## src/rtl/assert_macros.svh

```systemverilog
// Assertion helpers shared by the resampler RTL.
// All checks sample on the rising edge of clock and are off during reset.
`ifndef ASSERT_MACROS_SVH
`define ASSERT_MACROS_SVH

// Same-cycle implication: whenever ant holds, cons holds too.
`define LIPR_ASSERT_NOW(label, ant, cons, msg) \
   label: assert property (@(posedge clock) disable iff (reset) (ant) |-> (cons)) \
      else $error(msg);

// Next-cycle implication: whenever ant holds, cons holds in the next cycle.
`define LIPR_ASSERT_NEXT(label, ant, cons, msg) \
   label: assert property (@(posedge clock) disable iff (reset) (ant) |=> (cons)) \
      else $error(msg);

`endif

```

## src/rtl/lipr_pkg.sv

```systemverilog
// ----------------------------------------------------------------------------
// lipr_pkg
// Shared widths, constants, types and helpers for the linear interpolation
// PCM resampler.
// ----------------------------------------------------------------------------
`default_nettype none

package lipr_pkg;

   // Fixed point and counter sizes
   localparam int FRAC_W     = 16;
   localparam int COUNT_W    = 24;
   localparam int STEP_W     = 22;
   localparam int TOTAL_W    = 24;
   localparam int SMP_W      = 8;
   localparam int PCM_W      = 16;
   localparam int WIDEN_SHIFT = 8;
   localparam int SILENCE    = 128;
   localparam int BURST_MAX  = 32;

   localparam int PHASE_W = STEP_W + 1;
   localparam int DIFF_W  = PCM_W + 1;
   localparam int PROD_W  = FRAC_W + 1 + DIFF_W;
   localparam int BURST_W = $clog2(BURST_MAX + 1);
   localparam int CMP_W   = (COUNT_W > TOTAL_W) ? COUNT_W : TOTAL_W;
   localparam int CSR_W   = TOTAL_W;

   localparam logic [PHASE_W-1:0] PHASE_ONE  = PHASE_W'(1) << FRAC_W;
   localparam logic [STEP_W-1:0]  STEP_RESET = STEP_W'(PHASE_ONE);

   // Register indexes of the configuration port
   localparam logic [0:0] CSR_PHASE_STEP   = 1'b0;
   localparam logic [0:0] CSR_OUTPUT_TOTAL = 1'b1;

   typedef enum logic [1:0] {
      ST_IDLE,
      ST_INTERP,
      ST_EMIT,
      ST_FLAT
   } state_type;

   typedef struct packed {
      logic load_item;
      logic finish_item;
      logic emit_interp;
      logic emit_flat;
      logic end_stream;
   } cmd_type;

   typedef struct packed {
      logic interp_ok;
      logic flat_ok;
      logic last_item;
      logic out_free;
   } status_type;

   // Unsigned 8-bit sample to signed 16-bit: (s - 128) << 8
   function automatic logic signed [PCM_W-1:0] widen(input logic [SMP_W-1:0] s);
      return {~s[SMP_W-1], s[SMP_W-2:0], {WIDEN_SHIFT{1'b0}}};
   endfunction

endpackage

`default_nettype wire

```

## src/rtl/lipr_datapath.sv

```systemverilog
// ----------------------------------------------------------------------------
// lipr_datapath
// Configuration registers, stream state, registered interpolation multiply
// and the output register of the resampler.
// ----------------------------------------------------------------------------
`default_nettype none

`include "assert_macros.svh"

module lipr_datapath (
   input  wire logic                            clock,
   input  wire logic                            reset,
   input  wire logic                            csr_write_enable,
   input  wire logic [0:0]                      csr_index,
   input  wire logic [lipr_pkg::CSR_W-1:0]      csr_wdata,
   input  wire logic [lipr_pkg::SMP_W-1:0]      req_sample_in,
   input  wire logic                            req_last_in,
   input  wire logic                            rsp_stall,
   output logic                                 rsp_valid,
   output logic signed [lipr_pkg::PCM_W-1:0]    rsp_pcm_out,
   output logic                                 rsp_last_out,
   input  wire lipr_pkg::cmd_type               cmd,
   output lipr_pkg::status_type                 status
);

   logic [lipr_pkg::STEP_W-1:0]   step_ff, step_in;
   logic [lipr_pkg::TOTAL_W-1:0]  total_ff, total_in;
   logic [lipr_pkg::SMP_W-1:0]    held_ff, held_in;
   logic                          have_held_ff, have_held_in;
   logic [lipr_pkg::PHASE_W-1:0]  phase_ff, phase_in;
   logic [lipr_pkg::COUNT_W-1:0]  count_ff, count_in;
   logic [lipr_pkg::BURST_W-1:0]  burst_ff, burst_in;
   logic [lipr_pkg::SMP_W-1:0]    cur_ff, cur_in;
   logic                          last_ff, last_in;
   logic signed [lipr_pkg::PROD_W-1:0] prod_ff, prod_in;
   logic                          rsp_valid_ff, rsp_valid_in;
   logic signed [lipr_pkg::PCM_W-1:0] rsp_pcm_ff, rsp_pcm_in;
   logic                          rsp_last_ff, rsp_last_in;

   logic signed [lipr_pkg::DIFF_W-1:0] cur_wide, prev_wide, diff, interp_sum;
   logic signed [lipr_pkg::PROD_W-1:0] prod_shift;
   logic [lipr_pkg::COUNT_W-1:0]  count_inc;
   logic                          below_one, room, burst_room, hits_total;

   always_comb begin
      cur_wide   = lipr_pkg::DIFF_W'(lipr_pkg::widen(cur_ff));
      prev_wide  = lipr_pkg::DIFF_W'(lipr_pkg::widen(held_ff));
      diff       = cur_wide - prev_wide;
      prod_in    = $signed({1'b0, phase_ff[lipr_pkg::FRAC_W-1:0]}) * diff;
      prod_shift = prod_ff >>> lipr_pkg::FRAC_W;
      interp_sum = prev_wide + prod_shift[lipr_pkg::DIFF_W-1:0];

      below_one  = (phase_ff[lipr_pkg::PHASE_W-1:lipr_pkg::FRAC_W] == '0);
      room       = lipr_pkg::CMP_W'(count_ff) < lipr_pkg::CMP_W'(total_ff);
      burst_room = burst_ff < lipr_pkg::BURST_W'(lipr_pkg::BURST_MAX);
      count_inc  = count_ff + lipr_pkg::COUNT_W'(1);
      hits_total = lipr_pkg::CMP_W'(count_inc) == lipr_pkg::CMP_W'(total_ff);

      status.interp_ok = have_held_ff & below_one & room & burst_room;
      status.flat_ok   = room & burst_room;
      status.last_item = last_ff;
      status.out_free  = ~rsp_valid_ff | ~rsp_stall;
   end

   always_comb begin
      step_in      = step_ff;
      total_in     = total_ff;
      held_in      = held_ff;
      have_held_in = have_held_ff;
      phase_in     = phase_ff;
      count_in     = count_ff;
      burst_in     = burst_ff;
      cur_in       = cur_ff;
      last_in      = last_ff;
      rsp_valid_in = rsp_valid_ff & rsp_stall;
      rsp_pcm_in   = rsp_pcm_ff;
      rsp_last_in  = rsp_last_ff;

      if (csr_write_enable) begin
         case (csr_index)
            lipr_pkg::CSR_PHASE_STEP:   step_in  = csr_wdata[lipr_pkg::STEP_W-1:0];
            lipr_pkg::CSR_OUTPUT_TOTAL: total_in = csr_wdata[lipr_pkg::TOTAL_W-1:0];
            default: ;
         endcase
      end

      if (cmd.load_item) begin
         cur_in   = req_sample_in;
         last_in  = req_last_in;
         burst_in = '0;
      end

      if (cmd.emit_interp) begin
         rsp_valid_in = 1'b1;
         rsp_pcm_in   = interp_sum[lipr_pkg::PCM_W-1:0];
         rsp_last_in  = hits_total;
         count_in     = count_inc;
         phase_in     = phase_ff + lipr_pkg::PHASE_W'(step_ff);
         burst_in     = burst_ff + lipr_pkg::BURST_W'(1);
      end

      if (cmd.finish_item) begin
         if (!below_one) begin
            phase_in = phase_ff - lipr_pkg::PHASE_ONE;
         end
         held_in      = cur_ff;
         have_held_in = 1'b1;
         burst_in     = '0;
      end

      if (cmd.emit_flat) begin
         rsp_valid_in = 1'b1;
         rsp_pcm_in   = lipr_pkg::widen(cur_ff);
         // final flag also on the last copy of a capped burst
         rsp_last_in  = hits_total |
                        (burst_ff == lipr_pkg::BURST_W'(lipr_pkg::BURST_MAX - 1));
         count_in     = count_inc;
         burst_in     = burst_ff + lipr_pkg::BURST_W'(1);
      end

      if (cmd.end_stream) begin
         held_in      = lipr_pkg::SMP_W'(lipr_pkg::SILENCE);
         have_held_in = 1'b0;
         phase_in     = '0;
         count_in     = '0;
      end
   end

   always_ff @(posedge clock) begin
      if (reset) begin
         step_ff      <= lipr_pkg::STEP_RESET;
         total_ff     <= '0;
         held_ff      <= lipr_pkg::SMP_W'(lipr_pkg::SILENCE);
         have_held_ff <= 1'b0;
         phase_ff     <= '0;
         count_ff     <= '0;
         burst_ff     <= '0;
         rsp_valid_ff <= 1'b0;
      end else begin
         step_ff      <= step_in;
         total_ff     <= total_in;
         held_ff      <= held_in;
         have_held_ff <= have_held_in;
         phase_ff     <= phase_in;
         count_ff     <= count_in;
         burst_ff     <= burst_in;
         rsp_valid_ff <= rsp_valid_in;
      end
   end

   always_ff @(posedge clock) begin
      cur_ff      <= cur_in;
      last_ff     <= last_in;
      prod_ff     <= prod_in;
      rsp_pcm_ff  <= rsp_pcm_in;
      rsp_last_ff <= rsp_last_in;
   end

   assign rsp_valid    = rsp_valid_ff;
   assign rsp_pcm_out  = rsp_pcm_ff;
   assign rsp_last_out = rsp_last_ff;

   `LIPR_ASSERT_NEXT(a_count_step, cmd.emit_interp || cmd.emit_flat, count_ff == $past(count_ff) + lipr_pkg::COUNT_W'(1), "emitted count did not advance by one")
   `LIPR_ASSERT_NOW(a_burst_cap, 1'b1, burst_ff <= lipr_pkg::BURST_W'(lipr_pkg::BURST_MAX), "burst counter past its limit")
   `LIPR_ASSERT_NEXT(a_end_clear, cmd.end_stream, !have_held_ff && count_ff == '0 && phase_ff == '0, "stream state not cleared at end of stream")

endmodule

`default_nettype wire

```

## src/rtl/lipr_ctrl.sv

```systemverilog
// ----------------------------------------------------------------------------
// lipr_ctrl
// Sequencer: accepts an item, walks the interpolation burst, then the flat
// tail of a stream, and issues commands to the datapath.
// ----------------------------------------------------------------------------
`default_nettype none

`include "assert_macros.svh"

module lipr_ctrl (
   input  wire logic                 clock,
   input  wire logic                 reset,
   input  wire logic                 req_valid,
   output logic                      req_stall,
   input  wire lipr_pkg::status_type status,
   output lipr_pkg::cmd_type         cmd
);

   lipr_pkg::state_type state_ff, state_in;

   always_comb begin
      state_in = state_ff;
      case (state_ff)
         lipr_pkg::ST_IDLE: begin
            if (req_valid) begin
               state_in = lipr_pkg::ST_INTERP;
            end
         end
         lipr_pkg::ST_INTERP: begin
            if (status.interp_ok) begin
               state_in = lipr_pkg::ST_EMIT;
            end else if (status.last_item) begin
               state_in = lipr_pkg::ST_FLAT;
            end else begin
               state_in = lipr_pkg::ST_IDLE;
            end
         end
         lipr_pkg::ST_EMIT: begin
            if (status.out_free) begin
               state_in = lipr_pkg::ST_INTERP;
            end
         end
         lipr_pkg::ST_FLAT: begin
            if (!status.flat_ok) begin
               state_in = lipr_pkg::ST_IDLE;
            end
         end
         default: state_in = lipr_pkg::ST_IDLE;
      endcase
   end

   always_comb begin
      cmd       = '0;
      req_stall = 1'b1;
      case (state_ff)
         lipr_pkg::ST_IDLE: begin
            req_stall     = 1'b0;
            cmd.load_item = req_valid;
         end
         lipr_pkg::ST_INTERP: begin
            cmd.finish_item = ~status.interp_ok;
         end
         lipr_pkg::ST_EMIT: begin
            cmd.emit_interp = status.out_free;
         end
         lipr_pkg::ST_FLAT: begin
            cmd.emit_flat  = status.flat_ok & status.out_free;
            cmd.end_stream = ~status.flat_ok;
         end
         default: ;
      endcase
   end

   always_ff @(posedge clock) begin
      if (reset) begin
         state_ff <= lipr_pkg::ST_IDLE;
      end else begin
         state_ff <= state_in;
      end
   end

   `LIPR_ASSERT_NOW(a_emit_free, cmd.emit_interp || cmd.emit_flat, status.out_free, "output register overwritten while full")
   `LIPR_ASSERT_NOW(a_one_cmd, 1'b1, $onehot0({cmd.load_item, cmd.finish_item, cmd.emit_interp, cmd.emit_flat, cmd.end_stream}), "more than one datapath command at once")

endmodule

`default_nettype wire

```

## src/rtl/linear_interp_pcm_resampler_unit.sv

```systemverilog
// ----------------------------------------------------------------------------
// Sequence: an item is taken only in idle; each interpolated output passes interpolate, then
// emit, which waits for a free output register and writes it. Flat outputs follow in flat.
// The interpolation multiply is registered, which is why interpolate and emit alternate.
// Reset: synchronous, clears state, phase_step = 1.0, output_total = 0.
// ----------------------------------------------------------------------------
`default_nettype none

// linear_interp_pcm_resampler_unit
// Linear interpolation resampler for unsigned 8-bit PCM. Each accepted item
// (after the first of a stream) produces up to 32 interpolated outputs between
// the held sample and the new one, stepping a 7.16 phase. The final item of
// a stream adds up to 32 flat copies of itself until output_total is reached.
// The final output of a stream carries rsp_last_out.

module linear_interp_pcm_resampler_unit (
   input  wire logic                                clock,
   input  wire logic                                reset,
   // configuration port: index 0 phase_step, index 1 output_total
   input  wire logic                                csr_write_enable,
   input  wire logic [0:0]                          csr_index,
   input  wire logic [lipr_pkg::CSR_W-1:0]          csr_wdata,
   // input samples
   input  wire logic                                req_valid,
   output logic                                     req_stall,
   input  wire logic [lipr_pkg::SMP_W-1:0]          req_sample_in,
   input  wire logic                                req_last_in,
   // output samples
   output logic                                     rsp_valid,
   input  wire logic                                rsp_stall,
   output logic signed [lipr_pkg::PCM_W-1:0]        rsp_pcm_out,
   output logic                                     rsp_last_out
);

   lipr_pkg::cmd_type    cmd;
   lipr_pkg::status_type status;

   // Sequencer: hold off new items while a burst is in progress; one
   // output goes into the output register per emit command.
   lipr_ctrl u_ctrl (
      .clock     (clock),
      .reset     (reset),
      .req_valid (req_valid),
      .req_stall (req_stall),
      .status    (status),
      .cmd       (cmd)
   );

   // Datapath: registers, phase accumulator, multiply and output register.
   // The output register frees the input side while a result waits.
   lipr_datapath u_datapath (
      .clock            (clock),
      .reset            (reset),
      .csr_write_enable (csr_write_enable),
      .csr_index        (csr_index),
      .csr_wdata        (csr_wdata),
      .req_sample_in    (req_sample_in),
      .req_last_in      (req_last_in),
      .rsp_stall        (rsp_stall),
      .rsp_valid        (rsp_valid),
      .rsp_pcm_out      (rsp_pcm_out),
      .rsp_last_out     (rsp_last_out),
      .cmd              (cmd),
      .status           (status)
   );

endmodule

`default_nettype wire

```

## config.mk

```make
export PLATFORM = sky130hd
export DESIGN_NAME = linear_interp_pcm_resampler_unit
export DESIGN_NICKNAME = d
export VERILOG_FILES = /design/src/rtl/lipr_pkg.sv /design/src/rtl/lipr_datapath.sv /design/src/rtl/lipr_ctrl.sv /design/src/rtl/linear_interp_pcm_resampler_unit.sv
export VERILOG_INCLUDE_DIRS = /design/src /design/src/rtl
export SDC_FILE = /design/constraint.sdc
export NUM_CORES = 1
export LEC_CHECK = 0
export ABC_AREA = 0
export BUFFER_PORTS_ARGS = -buffer_cell sky130_fd_sc_hd__buf_2
export CORE_AREA = 8 8 191 193
export DETAILED_ROUTE_END_ITERATION = 8
export DIE_AREA = 0 0 199 201
export GPL_TIMING_DRIVEN = 1
export SYNTH_ARGS = -nofsm -noshare
export SYNTH_HDL_FRONTEND = slang
export SYNTH_SLANG_ARGS = --single-unit
```

## constraint.sdc

```tcl
create_clock -name clock -period 16.58 [get_ports clock]
set_clock_uncertainty 0.15 [all_clocks]
set_input_delay 2.487 -clock clock [delete_from_list [all_inputs] [get_ports clock]]
set_output_delay 2.487 -clock clock [all_outputs]
set_load 0.1 [all_outputs]
```

==> flow_summary.json <==
{
  "run_status": "complete, no violations",
  "setup_total_negative_slack_ps": 0,
  "cts-htree-levels": 4,
  "global_placer_s_final_weighted_congestion": 0.827,
  "postSynthAreaPerCell_um2": 8.60,
  "synth.ff_latch_count": 153,
  "timing.hold.worst.class": "flip-flop to flip-flop",
  "synthesis.instances": 1538,
  "via_count": 10400,
  "final_period_utilization_pct": 47.4,
  "port_buffers": 57,
  "core-area_um2": 33300,
  "layout-area-overhead-vs-synth_pct": 10.1,
  "synth_enable_flop_cells": 18,
  "grt_pass1_vias": 10400,
  "slowest_stage": "sky130_fd_sc_hd__nor2_1",
  "min_from": "u_datapath.prod_ff[17]$_DFF_P_",
  "ys_warn_count": 0,
  "synth_sequential_area_ratio_pct": 24.5,
  "count_of_endpoints_failing_setup_in_the_final_report": 0,
  "floorplan.io_pins": 58,
  "maxClockFrequency_mhz": 127,
  "cp_data_required_time_ps": 16750,
  "cts_tree": "done",
  "drt-initial-drc-count": 386,
  "tightest_slew_ps": 1020,
  "critPathKind": "flip-flop to flip-flop",
  "timing.hold.worst_endpoint": "u_datapath.rsp_pcm_out[1]$_SDFFE_PP0P_",
  "most_common_cell_after_layout_fill_and_taps_aside": "sky130_fd_sc_hd__nand2_1",
  "cts_repair_resize_count": 0,
  "max-cap-violations": 0,
  "floorplan.die.height_um": 201,
  "finalNetCount": 1838,
  "final_period_minus_worst_setup_slack_ps": 7850,
  "cts_num_sinks": 153,
  "die_width_um": 199,
  "crit_path_end_kind": "flip-flop",
  "synth-async-reset-ratio_pct": 0,
  "most-common-layout-cells": "sky130_fd_sc_hd__nand2_1, sky130_fd_sc_hd__inv_1, sky130_fd_sc_hd__ha_1, sky130_fd_sc_hd__dfxtp_1, sky130_fd_sc_hd__a21oi_1",
  "power.static_leakage_uw": 0.00668,
  "cp_top_family": "adder cells",
  "rows": 67,
  "diodes": 0,
  "rsz_0062_raised_after_global_routing": "false",
  "timing_max_transition_violations_final": 0,
  "ys.flop_type": "sky130_fd_sc_hd__dfxtp_1",
  "route.detailed.wl_per_inst_um": 15.7,
  "slew_headroom_pct": 31.6,
  "post_route_cells_drive_above_1_share_pct": 8.31,
  "cts_max_path_buffers": 2,
  "postRouteAntennaNets": 0,
  "worstReg2RegEnd": "u_datapath.prod_ff[31]$_DFF_P_",
  "crit_path_frequent_cell": "sky130_fd_sc_hd__fa_1",
  "clk-insertion-delay-late_ps": 430,
  "synth_area_um2": 13200,
  "worstPathBufferInverterCount": 2,
  "r2r_slack_ps": 8730,
  "critical_path.reg2reg.startpoint": "u_datapath.cur_ff[0]$_DFFE_PP_",
  "global_route.usage.met2_pct": 26.6,
  "grt_usage_pct": 16.3,
  "highest_cell_delay_on_the_worst_timing_path_ps": 760,
  "holdBufCountCts": 0,
  "worst_r2r_path_depth": 27,
  "hold_viol": 0,
  "cp_data_arrival_time_ps": 8020,
  "antenna_found_initial": 0,
  "peakVddDrop_mv": 0.0788,
  "grt_max_degree": 58,
  "postCtsSetupBuffers": 0,
  "initial_core_util_pct": 39.7,
  "synthesized_nets": 1813,
  "vias_per_cell": 5.13,
  "drc_errors": 0,
  "dr.pass1.iters": 5,
  "global_route_wire_length_before_repair_um": 52900,
  "grt-busiest-layer": "met2",
  "worst_setup_path_start_kind": "flip-flop",
  "finalHoldWorstSlack_ps": 292,
  "netlist-cell-type-count": 78,
  "post-dp-hpwl_um": 24500,
  "cp_max_fo": 16,
  "grtUsageMet1_pct": 21.0,
  "p_per_area_nw_per_um2": 90.5,
  "post-route-util_pct": 43.7,
  "clk_pin_slew_ps": 60,
  "postRouteWirelength_um": 31700,
  "gr-usage-met3_pct": 3.24,
  "worstHoldPathCells": 2,
  "grt.overflow.total": 0,
  "cts_buffers": 17,
  "clock_tree.root_cell": "sky130_fd_sc_hd__clkbuf_16",
  "floorplan.die_area_um2": 40000
}
==> synth_stat cells, types with 9 or more instances <==
master	instances	area, um^2
sky130_fd_sc_hd__ha_1	135	1690
sky130_fd_sc_hd__and2_1	60	375
sky130_fd_sc_hd__inv_1	176	661
sky130_fd_sc_hd__dfxtp_1	135	2700
sky130_fd_sc_hd__nor3_1	17	85.1
sky130_fd_sc_hd__nand3_1	13	65.1
sky130_fd_sc_hd__and3_1	17	106
sky130_fd_sc_hd__or3_1	9	56.3
sky130_fd_sc_hd__mux2i_1	11	110
sky130_fd_sc_hd__buf_1	11	41.3
sky130_fd_sc_hd__nand4_1	10	62.6
sky130_fd_sc_hd__xor2_1	43	377
sky130_fd_sc_hd__nor3b_1	14	105
sky130_fd_sc_hd__a21oi_1	131	656
sky130_fd_sc_hd__xnor2_1	57	499
sky130_fd_sc_hd__nor2_1	100	375
sky130_fd_sc_hd__a21o_1	13	97.6
sky130_fd_sc_hd__o21ai_0	39	195
sky130_fd_sc_hd__fa_1	101	2020
sky130_fd_sc_hd__o211ai_1	10	75.1
sky130_fd_sc_hd__nand2_1	200	751
sky130_fd_sc_hd__edfxtp_1	18	541
sky130_fd_sc_hd__clkbuf_1	46	173
sky130_fd_sc_hd__nand2b_1	31	194
sky130_fd_sc_hd__nor2b_1	13	81.3
sky130_fd_sc_hd__o21bai_1	9	67.6
==> state kept, by name (all words and copies together) (netlist names), 6 cells and up <==
name / flops
u_datapath.phase_ff: 23
u_datapath.cur_ff: 8
u_datapath.prod_ff: 16
u_datapath.held_ff: 8
u_datapath.step_ff: 22
u_datapath.count_ff: 24
u_datapath.rsp_pcm_out: 16
u_datapath.total_ff: 24
u_datapath.burst_ff: 6
==> report_power, final <==
group          internal [uW]  switching [uW]  total (uW)
combinational            155             300         454
clock                    240             168         408
sequential               418            36.0         454
total                    813             504        1320
==> cell type report <==
class,count,area (um^2)
Fill cell,3322,18700
Inverter,177,664
Timing Repair Buffer,70,383
Clock buffer,20,478
Sequential cell,153,3240
Tap cell,448,561
Clock inverter,12,136
Multi-Input combinational cell,1144,9090
==> worst register-to-register path: stages, from the launching register on <==
cell and delay [ps]:
sky130_fd_sc_hd__edfxtp_1 370, sky130_fd_sc_hd__inv_1 50, sky130_fd_sc_hd__ha_1 210, sky130_fd_sc_hd__fa_1 430, sky130_fd_sc_hd__nor2b_1 120, sky130_fd_sc_hd__o21ai_0 100, sky130_fd_sc_hd__a21boi_1 200, sky130_fd_sc_hd__o21ai_0 130
sky130_fd_sc_hd__nand2_1 90, sky130_fd_sc_hd__nor2_1 40, sky130_fd_sc_hd__nor2_1 760, sky130_fd_sc_hd__nand2_1 180, sky130_fd_sc_hd__fa_1 490, sky130_fd_sc_hd__fa_1 540, sky130_fd_sc_hd__inv_1 50, sky130_fd_sc_hd__fa_1 500
sky130_fd_sc_hd__fa_1 580, sky130_fd_sc_hd__fa_1 430, sky130_fd_sc_hd__ha_1 310, sky130_fd_sc_hd__ha_1 350, sky130_fd_sc_hd__and2_1 150, sky130_fd_sc_hd__and4bb_1 200, sky130_fd_sc_hd__o2111ai_1 220, sky130_fd_sc_hd__and2_1 230
sky130_fd_sc_hd__a22oi_4 80, sky130_fd_sc_hd__a41oi_1 310, sky130_fd_sc_hd__a21oi_1 110, sky130_fd_sc_hd__xnor3_1 360
==> per-layer routing <==
metal  up-vias  wire, um
met3        46      1210
met5         -         0
met4         0       770
li1       5141         -
met2       147     15100
met1      5054     14700
==> stage by stage <==
stage	instances	cell area [um^2]	setup WS [ps]	total power, uW
2_1_floorplan	1538	13200	9420	803
3_3_place_gp	1992	13900	8830	911
3_5_place_dp	1992	13900	8730	918
4_1_cts	2024	14600	8710	1330
5_1_grt	2024	14600	8190	1400
6_report	2024	14600	8730	1320
==> how the worst max path moves through the flow <==
| stage | slack [ps] | startpoint | depth (start not counted) | to |
|---|---|---|---|---|
| after floorplan | 9420 | u_datapath.held_ff[1]$_SDFFE_PP0P_ | 27 | u_datapath.prod_ff[31]$_DFF_P_ |
| after CTS | 8710 | u_datapath.held_ff[1]$_SDFFE_PP0P_ | 27 | u_datapath.prod_ff[31]$_DFF_P_ |
| after global routing | 8190 | u_datapath.cur_ff[0]$_DFFE_PP_ | 27 | u_datapath.prod_ff[31]$_DFF_P_ |
| final | 8730 | u_datapath.cur_ff[0]$_DFFE_PP_ | 27 | u_datapath.prod_ff[31]$_DFF_P_ |
| after detailed placement | 8730 | u_datapath.cur_ff[0]$_DFFE_PP_ | 27 | u_datapath.prod_ff[31]$_DFF_P_ |
| after global placement | 8830 | u_datapath.held_ff[1]$_SDFFE_PP0P_ | 27 | u_datapath.prod_ff[31]$_DFF_P_ |
==> kinds of logic (layout without fill, tap and decap cells) <==
kind of cell / after synthesis / count (layout) / share of synthesized area, %
flip-flops: 153 / 153 / 24.5
AND/OR/NAND/NOR: 520 / 520 / 19.3
buffers and inverters: 241 / 279 / 6.91
adder cells (fa/ha/maj): 236 / 236 / 28.1
multiplexers: 12 / 12 / 0.918
XOR/XNOR: 101 / 101 / 6.79
AO/OA/AOI/OAI: 275 / 275 / 13.5
Note: power is estimated with default switching activity, not from simulation.
